File: config.mk
export PLATFORM = sky130hd
export DESIGN_NAME = scdm_ram
export DESIGN_NICKNAME = d
export VERILOG_FILES = /design/src/rtl/core/scdm_ram.sv
export SDC_FILE = /design/constraint.sdc
export NUM_CORES = 1
export LEC_CHECK = 0
export ABC_AREA = 1
export BUFFER_PORTS_ARGS = -buffer_cell sky130_fd_sc_hd__buf_2
export CORE_ASPECT_RATIO = 1.5
export CORE_MARGIN = 10
export CORE_UTILIZATION = 40
export DETAILED_ROUTE_END_ITERATION = 16
export GPL_ROUTABILITY_DRIVEN = 0
export SETUP_SLACK_MARGIN = 0.1
export SKIP_LAST_GASP = 1
export SLEW_MARGIN = 30
export SYNTH_ARGS = -nofsm -noshare
export SYNTH_HDL_FRONTEND = slang
export SYNTH_SLANG_ARGS = --single-unit
File: constraint.sdc
create_clock -name clk -period 3.8 [get_ports clk]
set_input_delay 0.38 -clock clk [delete_from_list [all_inputs] [get_ports clk]]
set_output_delay 0.38 -clock clk [all_outputs]
set_load 0.01 [all_outputs]
File: src/rtl/core/scdm_ram.sv
// ----------------------------------------------------------------------------
// scdm_ram
// Generic single-write, single-read RAM with registered read data.
// ----------------------------------------------------------------------------
module scdm_ram #(
  parameter int WIDTH = 16,
  parameter int DEPTH = 64
) (
  input  logic                                   clk,
  input  logic                                   we,
  input  logic [(DEPTH > 1 ? $clog2(DEPTH) : 1)-1:0] waddr,
  input  logic [WIDTH-1:0]                       wdata,
  input  logic [(DEPTH > 1 ? $clog2(DEPTH) : 1)-1:0] raddr,
  output logic [WIDTH-1:0]                       rdata
);

  logic [WIDTH-1:0] mem [DEPTH];

  always_ff @(posedge clk) begin
    if (we) begin
      mem[waddr] <= wdata;
    end
    rdata <= mem[raddr];
  end

endmodule

== Word-level counts from Yosys, hierarchy flattened ==
Memory sizes are Yosys's and may differ from the RTL's. A register that Yosys moved wholly into a read port is not among the register bits.
Index checks and enable logic that the tools add are counted.
Storage, ports and cells
  latch bits: 0
  register bits: 0
  word-level logic and storage cells: 3
  bits of input ports: 30
  memory bits (writable): 1024
  memory bits (read-only): 0
  output and inout port bits: 16
  memories: 1
Cells by class
  reduce and logical (&&, ||, !) cells: 0
  shift-type cells: 0
  muxes and demuxes: 2
  equality and inequality tests: 0
  add/sub/neg operators: 0
  multipliers: 0
  div/mod/pow operators: 0
  bitwise operators: 0
  $lt $le $gt $ge: 0
Memories
  mem: words 64, width 16, rd ports 1, clocked after Yosys merged registers in 1, write ports 1, line 17  | logic [WIDTH-1:0] mem [DEPTH];
Operator list (count)
  $mux W1: 2

== Depth between registers and ports, before layout ==
  depth after elaboration: 2
  mapped depth: 12
  mapped depth without buffers: 9

== Worst setup path before layout ==
Ideal clock, no wire load.
  path kind: input -> register
  start: in we
  end: mem mem[48][0], enable pin
  buffers on the path: 1
  cell stages on the path: 3
  path slack: 0.866 ns
  data required time: 3.369 ns
  arrival time: 2.504 ns
  library setup time: 0.431 ns
  cell sequence: clkbuf_1 -> nand4_1 -> nor4_1
Between the ends
  longest elaborated chain between the ends: 2
RTL lines
  from (decl): line 10  | input logic we,
  $mux W1: line 20  | if (we) begin
  $mux W1 (not written as such): line 21  | mem[waddr] <= wdata;
  to (decl): line 17
No other way between the ends.

==> flow_summary.ini <==
[outcome]
status = complete, no violations

[sta]
rsz0062_at_grt = false
fmax_mhz = 504
slew_viol_final = 0
finalSetupViolCount = 0
worstMarginPinSlew_ns = 0.942
fin_tns_setup_ns = 0
period_minus_slack_ns = 1.99
hold_ws_ns = 0.0802
hold_viol_final = 0
skew_ns = 0.0398
fin_crit_sh_pct = 52.2
slew_headroom_pct = 37.0

[clock_tree]
numCtsBuffers = 92
cts.sinks = 1040
cts_tree = yes
cts_hold_buffers = 0
clock_path_buffers = 3
h-tree-depth = 3
post-cts-setup-buffers = 0
clk_latency_ns = 0.71
cts_resized = 0
cts-root-buf = clkbuf_16
clkTransAtPathRegs_ns = 0.07

[place]
dp_hpwl_um = 69400
portBuffers = 45

[worst_setup_path]
reg2regPathDepth = 8
critPathCaptureType = flip-flop
cp-start-kind = input port
critical_path.startpoint = raddr[1]
critPathMaxFanout = 70
r2r_end = rdata[2]
crit_path_cell_trace = buf_8, inv_8, buf_12, nand3_1, nand3_1, nand2_1, nand2_1, nand3_1, nand3_1, nand2_1
required_ns = 4.45
cp_common_cell = nand3_1
critPathSlowestCell = buf_8
rrSetupSlack_ns = 2.30
cp.arrival_ns = 2.64
path_class = input port to flip-flop
slowest_delay_ns = 0.42
crit_end = rdata[3]
r2r_start = mem[39][2]

[synthesis]
yosysWarnings = 0
syn_nets = 3547
synth_cell_types = 16
async_reset_ff_share_pct = 0
ys_seq_area_share_pct = 73.8
avgSynthCellArea_sq_um = 12.0
synth_edf_count = 1024
synthFlopType = edfxtp_1
netlist_area_sq_mm = 0.0421
yosys_register_bits = 1040
synthCells = 3517

[power]
p_comb_share_pct = 6.6
seqPwrFrac_pct = 54.0
p_per_area_mw_per_mm2 = 502
total_power_w = 0.0236
p_leak_nw = 16.8
clkPwrFrac_pct = 39.4
swShare_pct = 22.9
p_int_w = 0.0182
vdd_drop_max_mv = 0.480
p_switching_w = 0.00539

[grt]
grt_max_degree = 126
grt_usage_pct = 19.7
grt_pass1_vias = 25900
grt_pass1_wl_um = 175000
antenna_found_initial = 10
globalRouteOverflowTotal = 0

[floorplanning]
die_w_um = 285
start_util_pct = 40.4
fp-row-count = 145
die-area_sq_mm = 0.119
die_h_um = 417
pin_count = 46
core_sq_mm = 0.104

[routing]
vias = 27100
wire_per_inst_um = 23.6
totalWireLength_um = 119000
vias_per_cell = 5.38
drt-initial-drc-count = 2495
firstDrtPassIters = 5
drc = 0
postRouteAntennaNets = 0

[cells_and_area]
nNetsFinal = 3597
area_growth_pct = 11.5
fillCellCount = 9436
finish.utilization_pct = 45.0
drive_gt1_share_pct = 8.95

[hold_path]
hold_start = wdata[12]
worstHoldPathType = input port to flip-flop

[job]
drv_cap = 0
## stage by stage
| stage | setup slack, ns | std cells | instance area, sq um |
|---|---|---|---|
| 2_1_floorplan | 0.866 | 3517 | 42100 |
| 6_report | 1.81 | 5045 | 47000 |
| 3_5_place_dp | 1.12 | 4868 | 44000 |
| 4_1_cts | 1.86 | 5037 | 46900 |
| 5_1_grt | 1.70 | 5039 | 46900 |
| 3_3_place_gp | 1.14 | 4865 | 43900 |
## worst max-delay path: cells and delay by family
family | cells | cell delay (ns)
buf+inv | 3 | 1.01
simple gates | 7 | 1.09
## layout make-up
class | count | area (sq um) | area share, %
Timing Repair Buffer | 181 | 1520 | 3.24
Multi-Input combinational cell | 2240 | 9590 | 20.4
Tap cell | 1396 | 1750 | 3.72
Clock buffer | 119 | 2490 | 5.29
Sequential cell | 1040 | 31100 | 66.2
Clock inverter | 50 | 453 | 0.965
Antenna cell | 7 | 17.5 | 0.0373
Inverter | 12 | 71.3 | 0.152
## power by group through the flow
stage | registers [W] | clock network, W | logic, W
2_1_floorplan | 0.0130 | 0 | 0.000849
3_3_place_gp | 0.0130 | 0 | 0.00154
3_5_place_dp | 0.0130 | 0 | 0.00156
4_1_cts | 0.0127 | 0.00940 | 0.00157
5_1_grt | 0.0127 | 0.00985 | 0.00169
6_report | 0.0127 | 0.00928 | 0.00156
## flip-flops by register name, indices dropped and copies added (netlist names)
| name | flops |
|---|---|
| rdata | 16 |
| mem | 1024 |
## cells in the mapped netlist, types with 2 or more instances
cell type | instances | area [sq um]
nand4_1 | 9 | 56.3
inv_1 | 9 | 33.8
buf_1 | 17 | 63.8
clkbuf_1 | 26 | 97.6
buf_6 | 49 | 552
edfxtp_1 | 1024 | 30700
nor4_1 | 8 | 50.1
nand3_1 | 871 | 4360
dfxtp_1 | 16 | 320
nand2_1 | 1296 | 4860
inv_2 | 2 | 7.51
buf_2 | 113 | 566
buf_4 | 19 | 143
nor2_1 | 56 | 210
## layout by cell type, fill, tap and decap left out
cell and count:
buf_12 19, buf_2 37, buf_4 123, buf_8 2, bufinv_16 7, clkbuf_1 21
clkbuf_16 94, clkbuf_8 4, clkinv_1 15, clkinv_2 18, clkinv_4 2, clkinv_8 1
clkinvlp_4 1, dfxtp_1 16, diode_2 7, edfxtp_1 1024, inv_1 8, inv_16 1
inv_2 1, inv_4 1, inv_6 5, inv_8 2, nand2_1 1296, nand3_1 871
nand4_1 9, nor2_1 56, nor4_2 8
## routing by layer
layer  track usage (%)  vias to the layer above  part of all wire (%)
met5                 0                        -                 0.031
met4              11.0                        6                   5.5
met1              23.7                    13500                    38
met3              2.91                      227                   6.5
met2              33.6                      945                    50
li1                  -                    12500                     -
## cells by family after synthesis
kind of cell / count (synthesis) / share of synthesized area (%)
DFF: 1040 / 73.8
and+or+nand+nor: 2240 / 22.7
buffers and inverters: 237 / 3.54
## worst min path at each step
| stage | endpoint | depth (start not counted) |
|---|---|---|
| 5_1_grt | mem[12][12] | 1 |
| 2_1_floorplan | mem[0][0] | 0 |
| 4_1_cts | mem[57][0] | 1 |
| 3_5_place_dp | rdata[11] | 1 |
| 3_3_place_gp | rdata[7] | 8 |
| 6_report | mem[12][12] | 1 |
(Power assumes the default switching activity.)
