`src/rtl/core/scdm_pkg.sv`:
```
// ----------------------------------------------------------------------------
// scdm_pkg
// Shared widths, fixed-point constants and register indexes for the segment
// cosine diameter core.
// ----------------------------------------------------------------------------
package scdm_pkg;

  // configuration register indexes
  localparam logic [1:0] CFG_ROWS = 2'd0;
  localparam logic [1:0] CFG_COLS = 2'd1;

  // fixed-point format of cosine and diameter terms
  localparam int unsigned Q_FRAC = 26;
  localparam logic [Q_FRAC:0] Q_ONE = {1'b1, {Q_FRAC{1'b0}}};
  localparam logic [5:0] SHIFT_BIAS = 6'd6;

  // square root unit
  localparam int unsigned SQ_IN_W   = 62;
  localparam int unsigned SQ_ROOT_W = 31;
  localparam int unsigned SQ_SH_W   = 6;
  localparam int unsigned SQ_K_W    = 5;

  // divider unit
  localparam int unsigned DV_N_W   = 62;
  localparam int unsigned DV_D_W   = 30;
  localparam int unsigned DV_CNT_W = 6;

endpackage

```
`src/rtl/core/scdm_div.sv`:
```
// ----------------------------------------------------------------------------
// scdm_div
// Restoring divider, one quotient bit per cycle.
// ----------------------------------------------------------------------------
module scdm_div (
  input  logic                           clk,
  input  logic                           rst_n,
  input  logic                           start,
  input  logic [scdm_pkg::DV_N_W-1:0]    num,
  input  logic [scdm_pkg::DV_D_W-1:0]    den,
  output logic                           busy,
  output logic                           done,
  output logic [scdm_pkg::DV_N_W-1:0]    quo
);

  logic                               run_r;
  logic                               done_r;
  logic [scdm_pkg::DV_D_W-1:0]        den_r;
  logic [scdm_pkg::DV_D_W-1:0]        rem_r;
  logic [scdm_pkg::DV_N_W-1:0]        quo_r;
  logic [scdm_pkg::DV_CNT_W-1:0]      cnt_r;
  logic [scdm_pkg::DV_D_W:0]          trial_w;
  logic                               ge_w;

  assign trial_w = {rem_r, quo_r[scdm_pkg::DV_N_W-1]};
  assign ge_w    = trial_w >= {1'b0, den_r};

  always_ff @(posedge clk) begin
    if (!rst_n) begin
      run_r  <= 1'b0;
      done_r <= 1'b0;
    end else begin
      done_r <= 1'b0;
      if (!run_r) begin
        if (start) begin
          den_r <= den;
          rem_r <= '0;
          quo_r <= num;
          cnt_r <= scdm_pkg::DV_CNT_W'(scdm_pkg::DV_N_W - 1);
          run_r <= 1'b1;
        end
      end else begin
        rem_r <= ge_w ? scdm_pkg::DV_D_W'(trial_w - {1'b0, den_r})
                      : trial_w[scdm_pkg::DV_D_W-1:0];
        quo_r <= {quo_r[scdm_pkg::DV_N_W-2:0], ge_w};
        cnt_r <= cnt_r - scdm_pkg::DV_CNT_W'(1);
        if (cnt_r == '0) begin
          run_r  <= 1'b0;
          done_r <= 1'b1;
        end
      end
    end
  end

  assign busy = run_r;
  assign done = done_r;
  assign quo  = quo_r;

endmodule

```
`config.mk`:
```
export PLATFORM = sky130hd
export DESIGN_NAME = scdm_div
export DESIGN_NICKNAME = d
export VERILOG_FILES = /design/src/rtl/core/scdm_pkg.sv /design/src/rtl/core/scdm_div.sv
export SDC_FILE = /design/constraint.sdc
export NUM_CORES = 1
export LEC_CHECK = 0
export BUFFER_PORTS_ARGS = -buffer_cell sky130_fd_sc_hd__clkbuf_2
export CAP_MARGIN = 20
export CELL_PAD_IN_SITES_DETAIL_PLACEMENT = 2
export CELL_PAD_IN_SITES_GLOBAL_PLACEMENT = 2
export CORE_ASPECT_RATIO = 1.25
export CORE_UTILIZATION = 39
export DETAILED_ROUTE_END_ITERATION = 6
export PLACE_DENSITY_LB_ADDON = 0.1
export SLEW_MARGIN = 20
export SYNTH_ARGS = -nofsm -noshare
export SYNTH_HDL_FRONTEND = slang
export SYNTH_SLANG_ARGS = --single-unit
```
`constraint.sdc`:
```
create_clock -name clk -period 11.1 [get_ports clk]
set_input_delay 0.555 -clock clk [delete_from_list [all_inputs] [get_ports clk]]
set_output_delay 0.555 -clock clk [all_outputs]
set_load 0.03 [all_outputs]
```
Word level (Yosys, flattened, before mapping)
Cells that the tools add are included.
Storage, ports and cells
  input port bits: 95
  bits in registers: 130
Cells by class
  multiplexer cells: 11
  bitwise gates (word level): 1
  magnitude comparators: 1
  reductions and logical operators: 5
  add/subtract/negate cells: 2
Operators with widths (count)
  2-to-1 mux 62 bit: 2
  2-to-1 mux 30 bit: 3
  greater-or-equal comparator 31 x 30 -> 1 bit: 1
  subtractor 30 bit: 1
  2-to-1 mux 6 bit: 2
  logical NOT 6 bit: 1
  subtractor 6 x 1 -> 6 bit (second input constant): 1
  2-to-1 mux 1 bit: 4
  AND reduction 2 bit: 2
  AND reduction 3 bit: 1
  nonzero test 2 bit: 1
  inverter 1 bit: 1

Depth between registers and ports, before layout
  depth in word-level cells: 3
  mapped depth: 13
  depth with buffers taken out: 13

Worst setup path before layout
OpenSTA, ideal clock, no wires.
  path type: reg2reg
  start point: register run_r (netlist: busy)
  end point: register cnt_r[0] (netlist name), enable pin
  clock period less this slack: 4.123 ns
  buffers on the path: 3
  data required time: 10.635 ns
  path slack: 6.977 ns
  arrival: 3.659 ns
  stages on the path, launching flop included: 5
  cell sequence: dfxtp_1 > clkbuf_1 > clkbuf_1 > clkbuf_1 > o21a_1
Between the ends
  word-level cells in the longest chain between the ends: 2
RTL lines
  start: declaration: RTL line scdm_div.sv:16  | logic run_r;
  start signal: assignment: RTL line scdm_div.sv:30  | run_r <= 1'b0;
  start signal: assignment: RTL line scdm_div.sv:40  | run_r <= 1'b1;
  start signal: assignment: RTL line scdm_div.sv:48  | run_r <= 1'b0;
  nonzero test 2 bit (no line)
  AND reduction 2 bit (no line)
  end signal: assignment: RTL line scdm_div.sv:39  | cnt_r <= scdm_pkg::DV_CNT_W'(scdm_pkg::DV_N_W - 1);
  end signal: assignment: RTL line scdm_div.sv:46  | cnt_r <= cnt_r - scdm_pkg::DV_CNT_W'(1);
  end: declaration: RTL line scdm_div.sv:21  | logic [scdm_pkg::DV_CNT_W-1:0] cnt_r;
No other way between the ends.
A chain may end at the register's enable or synchronous reset.

Worst setup path after layout
  start point: register rem_r[17] (netlist name)
  end point: register rem_r[20] (netlist name), data pin
Between the ends
  word-level cells in the longest chain between the ends: 3
RTL lines
  start: declaration: RTL line scdm_div.sv:19  | logic [scdm_pkg::DV_D_W-1:0] rem_r;
  start signal: assignment: RTL line scdm_div.sv:43  | rem_r <= ge_w ? scdm_pkg::DV_D_W'(trial_w - {1'b0, den_r})
  subtractor 30 bit or greater-or-equal comparator 31 x 30 -> 1 bit (tied branches): RTL line scdm_div.sv:43, scdm_div.sv:26
  2-to-1 mux 30 bit *: RTL line scdm_div.sv:43
  2-to-1 mux 30 bit *: RTL line scdm_div.sv:34  | if (!run_r) begin
Mark *: on every way between the ends. The rest lies on a longest branch, timed or not.

==> flow_metrics.tcl <==
set metrics [dict create \
    combPwrFrac_pct 21.0 \
    hold_violations 0 \
    grtUsageTotal_pct 21.8 \
    root_buffer "clkbuf_16" \
    p_total_uw 1470 \
    synth_ff_type "edfxtp_1" \
    hold_path_end "den_r[8]" \
    ys_ff_latch 130 \
    clock_latency_ps 420 \
    worstSetupPathType "register to register" \
    ir_drop_mv 0.107 \
    synth_nets 688 \
    post-place-ws_ps 8090 \
    hold_depth 1 \
    htree_levels 4 \
    yosysSeqAreaShare_pct 55.0 \
    gp_congestion 0.764 \
    cts_inserted_buffers 17 \
    setup_ws_ps 8020 \
    r2r-start "rem_r[17]" \
    port_buffers 158 \
    die_area_um2 18600 \
    maxCapViolations 0 \
    clk_pin_slew_ps 60 \
    start_util_pct 40.2 \
    io_pins 159 \
    power_leakage_uw 0.00363 \
    worst_pin_slew_ps 942 \
    p_int_uw 1030 \
    post_cts_buffers 0 \
    antenna_found_initial 0 \
    dp_hpwl_mm 13.6 \
    drive_gt1_share_pct 37.6 \
    vias_per_cell 5.27 \
    fmax_mhz 325 \
    skew_ps 9.99 \
    final_max_slew_viol_count 0 \
    cts_tree "built" \
    grt_max_degree 60 \
    worstPathRequired_ps 11270 \
    r2r_cells 8 \
    wl_per_cell_um 20.2 \
    worstPathMaxFanout 24 \
    clockBufferDepth 2 \
    min_period_over_period_pct 27.7 \
    diodes 0 \
    rrSetupSlack_ps 8020 \
    slew_headroom_pct 37.0 \
    synthDistinctLibCells 59 \
    outcome "complete, no violations" \
    r2r_end "rem_r[20]" \
    fillers 1817 \
    grt_pass1_wl_mm 31.0 \
    seq_area_um2 3890 \
    synth_edf_count 128 \
    first_pass_iters 4 \
    synthCells 559 \
    rows 54 \
    switching_share_pct 30.3 \
    final_nets 847 \
    synth_area_um2 7060 \
    setup_viol_count_final 0 \
    finalCriticalPeriod_ps 3080 \
    seq_power_share_pct 42.0 \
    tns_ps 0 \
    grt_pass1_vias 5808 \
    rsz0062_at_grt "no" \
    cp-end-kind "register" \
    die_h_um 152 \
    grt.overflow.total 0 \
    drc 0 \
    core_area_um2 17600 \
    vias 5036 \
    multi_input_area_um2 2930 \
    hold_buffers 0 \
    wl_mm 19.3 \
    p_clk_share_pct 37.0 \
    cp-start-kind "register" \
    hp-class "input pin to register" \
    power_switching_uw 446 \
    syn_avg_cell_area_um2 12.6 \
    ys_warn_count 0 \
    area_growth_pct 22.0 \
    drtAntennaViolNets 0 \
    powerDensity_nw_per_um2 171 \
    async_flop_share_pct 0 \
    drtIter0Drc 203 \
    worstPathArrival_ps 3250 \
    die_w_um 122 \
    ctsResizeCount 0 \
    hold_start "den[8]" \
    clock-sinks 130 \
]
per-stage QoR:
step	utilization [%]	instances	cell area, um^2	hold slack (ps)
2_1_floorplan	-	559	7060	546
6_report	49.0	955	8600	306
4_1_cts	49.0	955	8600	290
5_1_grt	49.0	955	8600	291
3_3_place_gp	45.8	923	8050	555
3_5_place_dp	45.8	923	8050	567
power by group through the flow:
stage / combinational, uW / sequential, uW / clock (uW)
final: 309 / 618 / 544
after global routing: 337 / 623 / 573
after CTS: 315 / 619 / 556
after detailed placement: 310 / 628 / 0
after global placement: 297 / 626 / 0
after floorplan: 193 / 654 / 0
sequential cells by signal, summed over array words and instances (netlist names):
register	cells
busy	1
quo	62
den_r	30
done	1
cnt_r	6
rem_r	30
placed cells by master (no fill, tap or decap), drive strengths merged, types with 6 or more instances in the layout:
cell,n
mux2i,18
inv,43
nand2,34
nand4,6
o21ai,25
edfxtp,128
nor2b,20
mux2,62
a21o,9
nand3,14
clkinv,7
nand2b,7
nor2,29
a21oi,24
ha,33
xor2,9
clkbuf,175
xnor2,18
and3,8
worst max path at each step:
stage,depth (start not counted),startpoint,end
2_1_floorplan,4,busy,cnt_r[0]
3_3_place_gp,13,quo[61],rem_r[22]
3_5_place_dp,8,rem_r[17],rem_r[20]
4_1_cts,8,rem_r[17],rem_r[20]
5_1_grt,10,rem_r[5],rem_r[27]
6_report,8,rem_r[17],rem_r[20]
critical path, cell delays in order, from the launching register on:
cell	delay [ps]
edfxtp_1	440
ha_1	480
nand4_1	240
or3_4	460
nor4_4	320
a21oi_2	130
nand2_4	380
mux2i_1	300
nor2b_1	70
logic make-up (layout without fill, tap and decap cells):
logic type / count (synthesis) / after routing / share of synthesized area [%]
flip-flops: 130 / 130 / 55.0
AO/OA/AOI/OAI: 98 / 98 / 9.43
XOR/XNOR: 27 / 27 / 3.35
AND/OR/NAND/NOR: 131 / 131 / 9.84
buffers and inverters: 59 / 231 / 3.69
multiplexers: 80 / 80 / 12.5
adder cells (fa/ha/maj): 34 / 34 / 6.14
final cells by class:
type / instances / area share [%]
Clock buffer: 17 / 4.94
Tap cell: 224 / 3.26
Multi-Input combinational cell: 370 / 34.0
Clock inverter: 15 / 1.54
Sequential cell: 130 / 45.2
Timing Repair Buffer: 160 / 9.36
Inverter: 39 / 1.70
synth_stat cells, drive strengths merged (11+ instances only):
master	number	area share [%]
ha	33	5.9
nor2	29	1.5
inv	39	2.1
clkbuf	11	0.59
a21oi	24	1.9
edfxtp	128	54
nand3	14	0.99
mux2	62	9.9
nor2b	20	1.8
mux2i	18	2.6
nand2	34	2.0
o21ai	25	1.9
xnor2	18	2.2
per-layer routing:
metal / up-vias / wire [um] / global-route usage [%]
met2: 121 / 10500 / 39.8
met5: - / 0 / 0
met4: 0 / 179 / 6.68
li1: 2377 / - / -
met1: 2526 / 7630 / 24.2
met3: 12 / 977 / 5.84
Note: power is estimated with default switching activity, not from simulation.
