### config.mk
export PLATFORM = sky130hd
export DESIGN_NAME = scdm_sqrt
export DESIGN_NICKNAME = d
export VERILOG_FILES = /design/src/rtl/core/scdm_pkg.sv /design/src/rtl/core/scdm_sqrt.sv
export SDC_FILE = /design/constraint.sdc
export NUM_CORES = 1
export LEC_CHECK = 0
export ABC_CLOCK_PERIOD_IN_PS = 11800
export BUFFER_PORTS_ARGS = -buffer_cell sky130_fd_sc_hd__clkbuf_2
export CAP_MARGIN = 20
export CORE_UTILIZATION = 40
export CTS_CLUSTER_SIZE = 30
export DETAILED_ROUTE_END_ITERATION = 8
export HOLD_SLACK_MARGIN = 0.12
export PLACE_DENSITY = 0.67
export SYNTH_ARGS = -nofsm -noshare
export SYNTH_HDL_FRONTEND = slang
export SYNTH_SLANG_ARGS = --single-unit
### constraint.sdc
create_clock -name clk -period 11.8 [get_ports clk]
set_input_delay 0 -clock clk [delete_from_list [all_inputs] [get_ports clk]]
set_output_delay 0 -clock clk [all_outputs]
set_load 0.02 [all_outputs]
### src/rtl/core/scdm_pkg.sv
// ----------------------------------------------------------------------------
// scdm_pkg
// Shared widths, fixed-point constants and register indexes for the segment
// cosine diameter core.
// ----------------------------------------------------------------------------
package scdm_pkg;

  // configuration register indexes
  localparam logic [1:0] CFG_ROWS = 2'd0;
  localparam logic [1:0] CFG_COLS = 2'd1;

  // fixed-point format of cosine and diameter terms
  localparam int unsigned Q_FRAC = 26;
  localparam logic [Q_FRAC:0] Q_ONE = {1'b1, {Q_FRAC{1'b0}}};
  localparam logic [5:0] SHIFT_BIAS = 6'd6;

  // square root unit
  localparam int unsigned SQ_IN_W   = 62;
  localparam int unsigned SQ_ROOT_W = 31;
  localparam int unsigned SQ_SH_W   = 6;
  localparam int unsigned SQ_K_W    = 5;

  // divider unit
  localparam int unsigned DV_N_W   = 62;
  localparam int unsigned DV_D_W   = 30;
  localparam int unsigned DV_CNT_W = 6;

endpackage

### src/rtl/core/scdm_sqrt.sv
// ----------------------------------------------------------------------------
// scdm_sqrt
// Iterative normalize and integer square root: shifts the operand left by two
// until it reaches [2^60, 2^62), then resolves one root bit per cycle.
// ----------------------------------------------------------------------------
module scdm_sqrt (
  input  logic                             clk,
  input  logic                             rst_n,
  input  logic                             start,
  input  logic [scdm_pkg::SQ_IN_W-1:0]     operand,
  output logic                             busy,
  output logic                             done,
  output logic [scdm_pkg::SQ_ROOT_W-1:0]   root,
  output logic [scdm_pkg::SQ_SH_W-1:0]     shift
);

  localparam logic [1:0] SQ_IDLE = 2'd0;
  localparam logic [1:0] SQ_NORM = 2'd1;
  localparam logic [1:0] SQ_ROOT = 2'd2;

  logic [1:0]                         st_r;
  logic [scdm_pkg::SQ_IN_W-1:0]       v_r;
  logic [scdm_pkg::SQ_IN_W:0]         r_r;
  logic [scdm_pkg::SQ_K_W-1:0]        k_r;
  logic [scdm_pkg::SQ_SH_W-1:0]       e_r;
  logic                               done_r;
  logic [scdm_pkg::SQ_IN_W:0]         bit_w;
  logic [scdm_pkg::SQ_IN_W:0]         trial_w;
  logic                               ge_w;

  assign bit_w   = (scdm_pkg::SQ_IN_W+1)'(1) << {k_r, 1'b0};
  assign trial_w = r_r + bit_w;
  assign ge_w    = {1'b0, v_r} >= trial_w;

  always_ff @(posedge clk) begin
    if (!rst_n) begin
      st_r   <= SQ_IDLE;
      done_r <= 1'b0;
    end else begin
      done_r <= 1'b0;
      unique case (st_r)
        SQ_IDLE: begin
          if (start) begin
            v_r  <= operand;
            e_r  <= '0;
            st_r <= SQ_NORM;
          end
        end
        SQ_NORM: begin
          if (v_r[scdm_pkg::SQ_IN_W-1 -: 2] == 2'b00) begin
            v_r <= {v_r[scdm_pkg::SQ_IN_W-3:0], 2'b00};
            e_r <= e_r + scdm_pkg::SQ_SH_W'(2);
          end else begin
            r_r  <= '0;
            k_r  <= scdm_pkg::SQ_K_W'(scdm_pkg::SQ_ROOT_W - 1);
            st_r <= SQ_ROOT;
          end
        end
        SQ_ROOT: begin
          if (ge_w) begin
            v_r <= v_r - trial_w[scdm_pkg::SQ_IN_W-1:0];
            r_r <= (r_r >> 1) + bit_w;
          end else begin
            r_r <= r_r >> 1;
          end
          k_r <= k_r - scdm_pkg::SQ_K_W'(1);
          if (k_r == '0) begin
            done_r <= 1'b1;
            st_r   <= SQ_IDLE;
          end
        end
        default: st_r <= SQ_IDLE;
      endcase
    end
  end

  assign busy  = (st_r != SQ_IDLE);
  assign done  = done_r;
  assign root  = r_r[scdm_pkg::SQ_ROOT_W-1:0];
  assign shift = e_r;

endmodule

Word level (Yosys, flattened, before mapping)
Index checks and enable logic that the tools add are counted.

Add/sub/neg operators: 5. $lt $le $gt $ge: 1. Equal/unequal tests: 7. Shifts and indexed selects: 1. Muxes and demuxes: 17. Reduce and logical (&&, ||, !) cells: 12.

Operator list (number): $mux W62 (3); $pmux W62 S3 (1); $mux W63 (2); $pmux W63 S2 (1); $add A62 B63 Y63 (1); $add A63 B63 Y63 (1); $ge A62 B63 Y1 (1); $shl A1 B6 Y63 const A (1); $sub A62 B62 Y62 (1); $mux W6 (2); $pmux W6 S2 (1); $ne A2 B2 Y1 const B (5); $pmux W5 S2 (1); $add A6 B2 Y6 const B (1); $mux W2 (3); $pmux W2 S3 (1); $reduce_and A3 Y1 (2); $reduce_bool A2 Y1 (3); $logic_not A5 Y1 (1); $mux W5 (1); $reduce_and A5 Y1 (1); $sub A5 B1 Y5 const B (1); $logic_not A2 Y1 (2); $reduce_and A4 Y1 (1); other kinds (5) (5).

Bits in registers: 139. Input bits: 65. Output and inout bits: 39.

Logic depth before layout (Yosys ltp)
Gate-level depths: netlist of the first run.

Depth in word-level cells: 5. Mapped depth: 30.

Worst setup path after synthesis of the first run
No wires, ideal clock.

Kind: register to register. From: register k_r[3] in the netlist's numbering. To: register v_r[0] in the netlist's numbering, enable pin. Library setup time: 575 ps. Arrival: 9649 ps. Required time: 11225 ps. Path slack: 1576 ps. Cell stages (with the launch flop): 28. Buffers on the path: 4. Period minus slack after synthesis: 10224 ps. Cells stage by stage: edfxtp_1 clkbuf_1 nand2b_1 nor2_1 ha_1 a31oi_1 o21ai_0 a31oi_1 nand2_1 a21oi_1 inv_1 a21oi_1 o21ai_0 a31oi_1 xor2_1 ha_1 and2_1 and3_1 a21oi_1 nor3_1 o21ai_1 a2111oi_0 or3b_1 buf_2 nand2_2 buf_6 buf_2 a211oi_1.

Longest elaborated chain between the ends: 5.

RTL lines: from (decl) (RTL line scdm_sqrt.sv:24) `logic [scdm_pkg::SQ_K_W-1:0] k_r;`; from (signal assigned) (RTL line scdm_sqrt.sv:55) `k_r <= scdm_pkg::SQ_K_W'(scdm_pkg::SQ_ROOT_W - 1);`; from (signal assigned) (RTL line scdm_sqrt.sv:66) `k_r <= k_r - scdm_pkg::SQ_K_W'(1);`; $shl A1 B6 Y63 (RTL line scdm_sqrt.sv:31) `assign bit_w = (scdm_pkg::SQ_IN_W+1)'(1) << {k_r, 1'b0};`; $add A63 B63 Y63 (RTL line scdm_sqrt.sv:32) `assign trial_w = r_r + bit_w;`; $ge A62 B63 Y1 (RTL line scdm_sqrt.sv:33) `assign ge_w = {1'b0, v_r} >= trial_w;`; $ne A2 B2 Y1 (no source line); $reduce_and A5 Y1 (no source line); to (signal assigned) (RTL line scdm_sqrt.sv:44) `v_r <= operand;`; to (signal assigned) (RTL line scdm_sqrt.sv:51) `v_r <= {v_r[scdm_pkg::SQ_IN_W-3:0], 2'b00};`; to (signal assigned) (RTL line scdm_sqrt.sv:61) `v_r <= v_r - trial_w[scdm_pkg::SQ_IN_W-1:0];`; to (decl) (RTL line scdm_sqrt.sv:22) `logic [scdm_pkg::SQ_IN_W-1:0] v_r;`.

Every way passes these cells. A chain may end at the register's enable or synchronous reset.

Final worst setup path of the first run
From: register k_r[1] in the netlist's numbering. To: register v_r[18] in the netlist's numbering, enable pin.

Same word-level chain as after synthesis.

==> qor.yml, run 1 <==
floorplan:
  initial_core_util_pct: 40.6
  dieWidth_microns: 197
  die_height_microns: 197
  rows: 71
  dieArea_sq_mm: 0.0390
  pin_count: 104
  coreArea_sq_mm: 0.0377
logic_synthesis:
  synth_cells: 1890
  synth.most_common_cell: "nor2_1"
  synth_fp_nets: 2091
  ys_top_cells_by_count: "nor2_1, nand2_1, a21oi_1"
  synthFlopType: "edfxtp_1"
  synth_top_area_share_pct: 26.5
  ys_warn_count: 0
  synth.avg_cell_area_sq_um: 8.08
  synth-edff-count: 135
  syn-cell-area_sq_mm: 0.0153
  yosys.area.top_type: "edfxtp_1"
  synth.yosys.seq_area_share_pct: 26.9
  synth_seq_cells: 138
  synthTopCellsByArea: "edfxtp_1, ha_1, nor2_1"
  ys_async_sr_fraction_pct: 0
  synth_cell_type_count: 80
power:
  power_frac_clock_pct: 13.2
  power.leakage_nw: 6.56
  pwr-share-seq_pct: 25.9
  p_int_mw: 1.97
  power.density_mw_per_mm2: 233
  swShare_pct: 50.4
  comb_power_share_pct: 60.9
  peakVddDrop_mv: 0.132
  switchingPower_mw: 2.01
sta:
  worstMarginPinSlew_ns: 1.02
  worst_slack_ns: 3.52
  finalCritPeriodShare_pct: 70.2
  fin_skew_ns: 0.0132
  min_period_ns: 8.28
  setup_tns_ns: 0
  rsz0062_at_grt: "no"
  max_freq_ghz: 0.121
  setup_viol: 0
  maxSlewViolCount: 0
  finalHoldWorstSlack_ns: 0.381
  maxSlewHeadroom_pct: 32.0
  hold_viol: 0
setup_path:
  worst-setup-path-type: "reg -> reg"
  worstSetupStartpointType: "flip-flop"
  path_delay_family: "compound AO/OA/AOI/OAI gates"
  end_kind: "flip-flop"
  cp.required_ns: 11.88
  crit_chain: "inv_1 -> ha_1 -> nand2b_1 -> nor2_1 -> ha_1 -> a31oi_1 -> o21ai_0 -> a31oi_1 -> a21oi_1 -> a211oi_1 -> nor2_1 -> nor2_1 -> o21ai_0 -> a31oi_1 -> xor2_1 -> ha_1 -> nand3_1 -> nor3_1 -> nand3_1 -> a2111oi_0 -> or3b_1 -> nand2_2 -> a211oi_4 -> buf_4"
  cpPeakStageDelay_ns: 0.68
  cp.buffers_inverters: 2
  arrival_ns: 8.37
  cp_max_fo: 62
  cp_slowest_cell: "buf_4"
clock_tree:
  cts_tree: "yes"
  htreeDepth: 4
  insertion_delay_ns: 0.46
  clock_path_buffers: 2
  cts_root_buf: "clkbuf_16"
  post-cts-setup-buffers: 0
  cts.reportedPaths.clkPinSlew_ns: 0.07
  cts_inserted_buffers: 17
  ctsResizeCount: 0
  clock-sinks: 138
routing:
  vias: 14900
  via_per_inst: 5.97
  initialDrtViolationCount: 1326
  ant_nets: 0
  dr.pass1.iters: 5
  routedWlPerCell_microns: 19.8
  drcViolationCount: 0
  routed_wl_mm: 49.4
place:
  post-place-ws_ns: 3.56
  portBuffers: 102
  routabilityCongestion: 0.978
  place_hpwl_mm: 37.8
cells_and_area:
  drive_gt1_share_pct: 8.99
  area_growth_pct: 11.9
  diodes: 0
  final_nets: 2169
global_route:
  grt-ovfl-total: 0
  antenna_found_initial: 0
  grt_max_degree: 69
  grt_pass1_wl_mm: 78.1
  grtUsageTotal_pct: 25.5
  grt_pass1_vias: 14100
status:
  status: "complete, no violations"
job:
  maxCapViolCount: 0
hold_path:
  hold_class: "in -> reg"
## metal layers
layer,GRT usage [%],vias to the layer above,wire [microns]
met5,0,-,0
met4,8.56,0,1380
met3,3.16,88,3440
met2,39.0,616,21400
met1,36.9,6955,23200
li1,-,7222,-
## per-stage QoR
step / power, mW / instance area, sq um / instances / utilization, %
final: 3.98 / 17100 / 2492 / 45.4
after global routing: 4.27 / 17100 / 2492 / 45.4
after CTS: 3.97 / 17100 / 2492 / 45.4
after detailed placement: 3.41 / 15900 / 2396 / 42.2
after global placement: 3.39 / 15900 / 2395 / 42.2
after floorplan: 2.81 / 15300 / 1890 / -
## sequential cells by signal, indices dropped and copies added (netlist names)
register,flops
st_r,2
v_r,62
done,1
r_r,63
k_r,5
shift,5
## kinds of logic (layout without fill, tap and decap cells)
kind of cell	after synthesis	count (layout)	share of synthesized area, %
AND/OR/NAND/NOR	666	666	20.5
AO/OA/AOI/OAI	620	620	26.6
buffers and inverters	165	256	5.27
XOR/XNOR	156	156	8.99
flip-flops	138	138	26.9
adder cells (fa/ha/maj)	136	136	11.2
multiplexers	8	8	0.524
other	1	1	0.0245
## placed cells by master, fill, tap and decap left out, types with 64 or more instances in the layout
cell type / synthesis / layout
a21oi_1: 143 / 143
a31oi_1: 65 / 65
clkbuf_2: 0 / 102
dlygate4sd3_1: 0 / 64
edfxtp_1: 135 / 135
ha_1: 135 / 132
nand2_1: 177 / 177
nor2_1: 218 / 218
o21ai_0: 125 / 125
xnor2_1: 73 / 73
xor2_1: 82 / 82
## repair_timing
| item | in CTS | in global routing |
|---|---|---|
| endpoints found under the hold margin | 65 | 0 |
| hold buffers | 64 | 0 |
| setup endpoints to repair | 0 | 0 |
## power by group through the flow
stage / registers, mW / clock network [mW] / logic, mW
after global routing: 1.05 / 0.554 / 2.67
after detailed placement: 1.03 / 0 / 2.38
after floorplan: 0.930 / 0 / 1.88
after CTS: 1.02 / 0.537 / 2.41
after global placement: 1.03 / 0 / 2.36
final: 1.03 / 0.527 / 2.42
## path summary, 6_finish.rpt
check | end | start | cells past startpoint | slack, ns
worst max-delay path | v_r[18]$_DFFE_PP_ | k_r[1]$_SDFFCE_PN1P_ | 24 | 3.52
worst min-delay path | v_r[29]$_DFFE_PP_ | operand[29] | 4 | 0.38
worst max register to register | v_r[18]$_DFFE_PP_ | k_r[1]$_SDFFCE_PN1P_ | 24 | 3.52
worst min register to register | st_r[1]$_SDFFE_PN0P_ | st_r[1]$_SDFFE_PN0P_ | 2 | 0.58
## worst register-to-register path: stages (launching register included)
cell	delay, ns
edfxtp_1	0.43
inv_1	0.13
ha_1	0.23
nand2b_1	0.14
nor2_1	0.36
ha_1	0.39
a31oi_1	0.36
o21ai_0	0.22
a31oi_1	0.30
a21oi_1	0.17
a211oi_1	0.57
nor2_1	0.10
nor2_1	0.24
o21ai_0	0.20
a31oi_1	0.24
xor2_1	0.12
ha_1	0.42
nand3_1	0.16
nor3_1	0.32
nand3_1	0.16
a2111oi_0	0.39
or3b_1	0.39
nand2_2	0.65
a211oi_4	0.45
buf_4	0.68
## final cells by class
class	instances	area (sq um)
Clock inverter	14	121
Tap cell	511	639
Multi-Input combinational cell	1587	10400
Timing Repair Buffer	176	1230
Fill cell	3731	20600
Inverter	48	180
Clock buffer	18	429
Sequential cell	138	4110
(Power assumes the default switching activity.)
==> run 2: changes to the inputs <==
--- a/config.mk
+++ b/config.mk
@@ -5,14 +5,14 @@
 export SDC_FILE = /design/constraint.sdc
 export NUM_CORES = 1
 export LEC_CHECK = 0
-export ABC_CLOCK_PERIOD_IN_PS = 11800
+export ABC_CLOCK_PERIOD_IN_PS = 7100
 export BUFFER_PORTS_ARGS = -buffer_cell sky130_fd_sc_hd__clkbuf_2
 export CAP_MARGIN = 20
 export CORE_UTILIZATION = 40
 export CTS_CLUSTER_SIZE = 30
 export DETAILED_ROUTE_END_ITERATION = 8
 export HOLD_SLACK_MARGIN = 0.12
-export PLACE_DENSITY = 0.67
+export PLACE_DENSITY = 0.69
 export SYNTH_ARGS = -nofsm -noshare
 export SYNTH_HDL_FRONTEND = slang
 export SYNTH_SLANG_ARGS = --single-unit
==> constraint.sdc (replaced) <==
create_clock -name clk -period 7.1 [get_ports clk]
set_input_delay 0 -clock clk [delete_from_list [all_inputs] [get_ports clk]]
set_output_delay 0 -clock clk [all_outputs]
set_load 0.02 [all_outputs]
==> run 2 against run 1 <==
Net effect:
- global-route usage shrank 0.66 points
- design area grew 1.5%
- clock power grew 94%
- critical path depth is the same
- die area is the same
- sequential cell count is the same
- clock skew shrank 0.0044 ns
- sequential power grew 65%
- worst hold slack lost 0.018 ns
- largest power group unchanged
==> qor.yml, run 2 (synthesized netlist as in run 1, its figures left out) <==
status:
  status: "complete, no violations"
floorplan:
  coreArea_sq_mm: 0.0377
  pin_count: 104
  rows: 71
  dieWidth_microns: 197
  die_height_microns: 197
  dieArea_sq_mm: 0.0390
  initial_core_util_pct: 40.6
place:
  portBuffers: 102
  placedInstanceArea_sq_mm: 0.0160
  place_hpwl_mm: 37.0
  routabilityCongestion: 1.03
setup_path:
  end_kind: "flip-flop"
  rr_worst_depth: 24
  r2r_slack_ns: 0.37
  worst-setup-path-type: "reg -> reg"
  timing.rr.start: "k_r[0]$_SDFFCE_PN0P_"
  reg2reg_to: "v_r[18]$_DFFE_PP_"
  arrival_ns: 6.87
  cp.required_ns: 7.25
  startpoint: "k_r[0]$_SDFFCE_PN0P_"
  cp_max_fo: 62
  crit_end: "v_r[18]$_DFFE_PP_"
  worstSetupStartpointType: "flip-flop"
cells_and_area:
  area_growth_pct: 13.6
  final_common_cell: "nor2_1"
  final_nets: 2182
  layout_common_cells: "nor2_1, nand2_1, a21oi_1"
  postLayoutCellArea_sq_mm: 0.0174
  regMostFlops: "r_r"
  top_regs: "r_r (63), v_r (62)"
  drive_gt1_share_pct: 9.88
  largest_register_ffs: 63
  post-route-util_pct: 46.1
  nFillCells: 3670
  diodes: 0
sta:
  maxSlewViolCount: 0
  finalCritPeriodShare_pct: 94.7
  max_freq_ghz: 0.149
  maxSlewHeadroom_pct: 34.7
  setup_tns_ns: 0
  setup_viol: 0
  worstMarginPinSlew_ns: 0.977
  fin_skew_ns: 0.00873
  hold_viol: 0
  rsz0062_at_grt: "no"
  min_period_ns: 6.73
routing:
  via_per_inst: 5.97
  routedWlPerCell_microns: 19.4
  ant_nets: 0
  dr.pass1.iters: 6
  initialDrtViolationCount: 1720
  drcViolationCount: 0
  routed_wl_mm: 48.6
  vias: 15000
power:
  power.leakage_nw: 6.68
  p_total_mw: 6.79
  peakVddDrop_mv: 0.196
  power.density_mw_per_mm2: 391
clock_tree:
  clock-sinks: 138
  clock_path_buffers: 2
  cts_tree: "yes"
  cts_root_buf: "clkbuf_16"
  insertion_delay_ns: 0.46
  htreeDepth: 4
  cts_inserted_buffers: 17
  cts.reportedPaths.clkPinSlew_ns: 0.07
job:
  maxCapViolCount: 0
global_route:
  grt_pass1_wl_mm: 75.9
  grtUsageTotal_pct: 24.8
  grt_max_degree: 69
  grt-ovfl-total: 0
  antenna_found_initial: 0
  grt_pass1_vias: 13800
hold_path:
  min_path_cells: 4
  hold_class: "in -> reg"
## run 2: changes by cell type in the layout (fill, tap and decap cells not counted), moves of 2 or more
cell | previous run | this run
a31oi_1 | 65 | 63
clkinv_1 | 3 | 1
buf_12 | 0 | 2
buf_4 | 9 | 20
bufinv_16 | 1 | 5
clkinvlp_4 | 4 | 2
a31oi_2 | 0 | 2
## run 2: layer usage
layer	GRT usage, %	part of all wire, %	vias to the layer above
li1	-	-	7277
met1	35.4	47	6949
met2	37.8	43	656
met3	3.38	7.2	78
met4	9.56	3.0	0
met5	0	0	-
## run 2: how the worst min path moves through the flow
stage,startpoint,endpoint,slack [ns]
after floorplan,rst_n,st_r[0]$_SDFFE_PN0P_,0.12
after global placement,operand[0],v_r[0]$_DFFE_PP_,0.28
after detailed placement,operand[1],v_r[1]$_DFFE_PP_,0.30
after CTS,operand[0],v_r[0]$_DFFE_PP_,0.35
after global routing,operand[0],v_r[0]$_DFFE_PP_,0.39
final,operand[0],v_r[0]$_DFFE_PP_,0.36
## run 2: area by class of cell
type                       count  area, sq um  area share (%)
multi-input combinational   1587        10400            60.1
sequential                   138         4110            23.7
timing repair buffer         189         1350            7.79
tap                          511          639            3.68
clock buffer                  18          429            2.47
clock inverter                14          219            1.26
inverter                      48          180            1.04
## run 2: through the flow
| step | cells | hold slack [ns] | worst slack (ns) |
|---|---|---|---|
| 2_1_floorplan | 1890 | 0.122 | 0.00849 |
| 3_3_place_gp | 2404 | 0.284 | 0.276 |
| 3_5_place_dp | 2404 | 0.296 | 0.279 |
| 4_1_cts | 2501 | 0.351 | 0.244 |
| 5_1_grt | 2505 | 0.392 | 0.0134 |
| 6_report | 2505 | 0.363 | 0.373 |
## run 2: what timing repair did
| item | in CTS | in global routing |
|---|---|---|
| resized for setup | 0 | 7 |
| setup endpoints to repair | 0 | 119 |
| setup buffers | 0 | 4 |
| endpoints found under the hold margin | 65 | 0 |
| hold buffers | 65 | 0 |
## run 2: critical path, stage by stage (launching register included)
cell,delay (ns)
edfxtp_1,0.46
inv_1,0.14
ha_1,0.18
nand2b_1,0.12
nor2_1,0.31
ha_1,0.39
a31oi_2,0.29
o21ai_0,0.26
a21o_1,0.25
a211oi_4,0.36
o211ai_1,0.24
a31oi_2,0.31
o21ai_0,0.13
xnor2_1,0.25
ha_1,0.34
a21o_1,0.18
a21o_1,0.18
a31o_1,0.22
a221o_1,0.31
a221oi_1,0.31
or3b_1,0.44
buf_4,0.19
nand2_2,0.13
a211oi_4,0.09
buf_12,0.21
## run 2: where the power goes
group | internal [mW] | switching, mW
Combinational | 1.51 | 2.56
Sequential | 1.33 | 0.363
Clock | 0.625 | 0.391
Total | 3.47 | 3.32
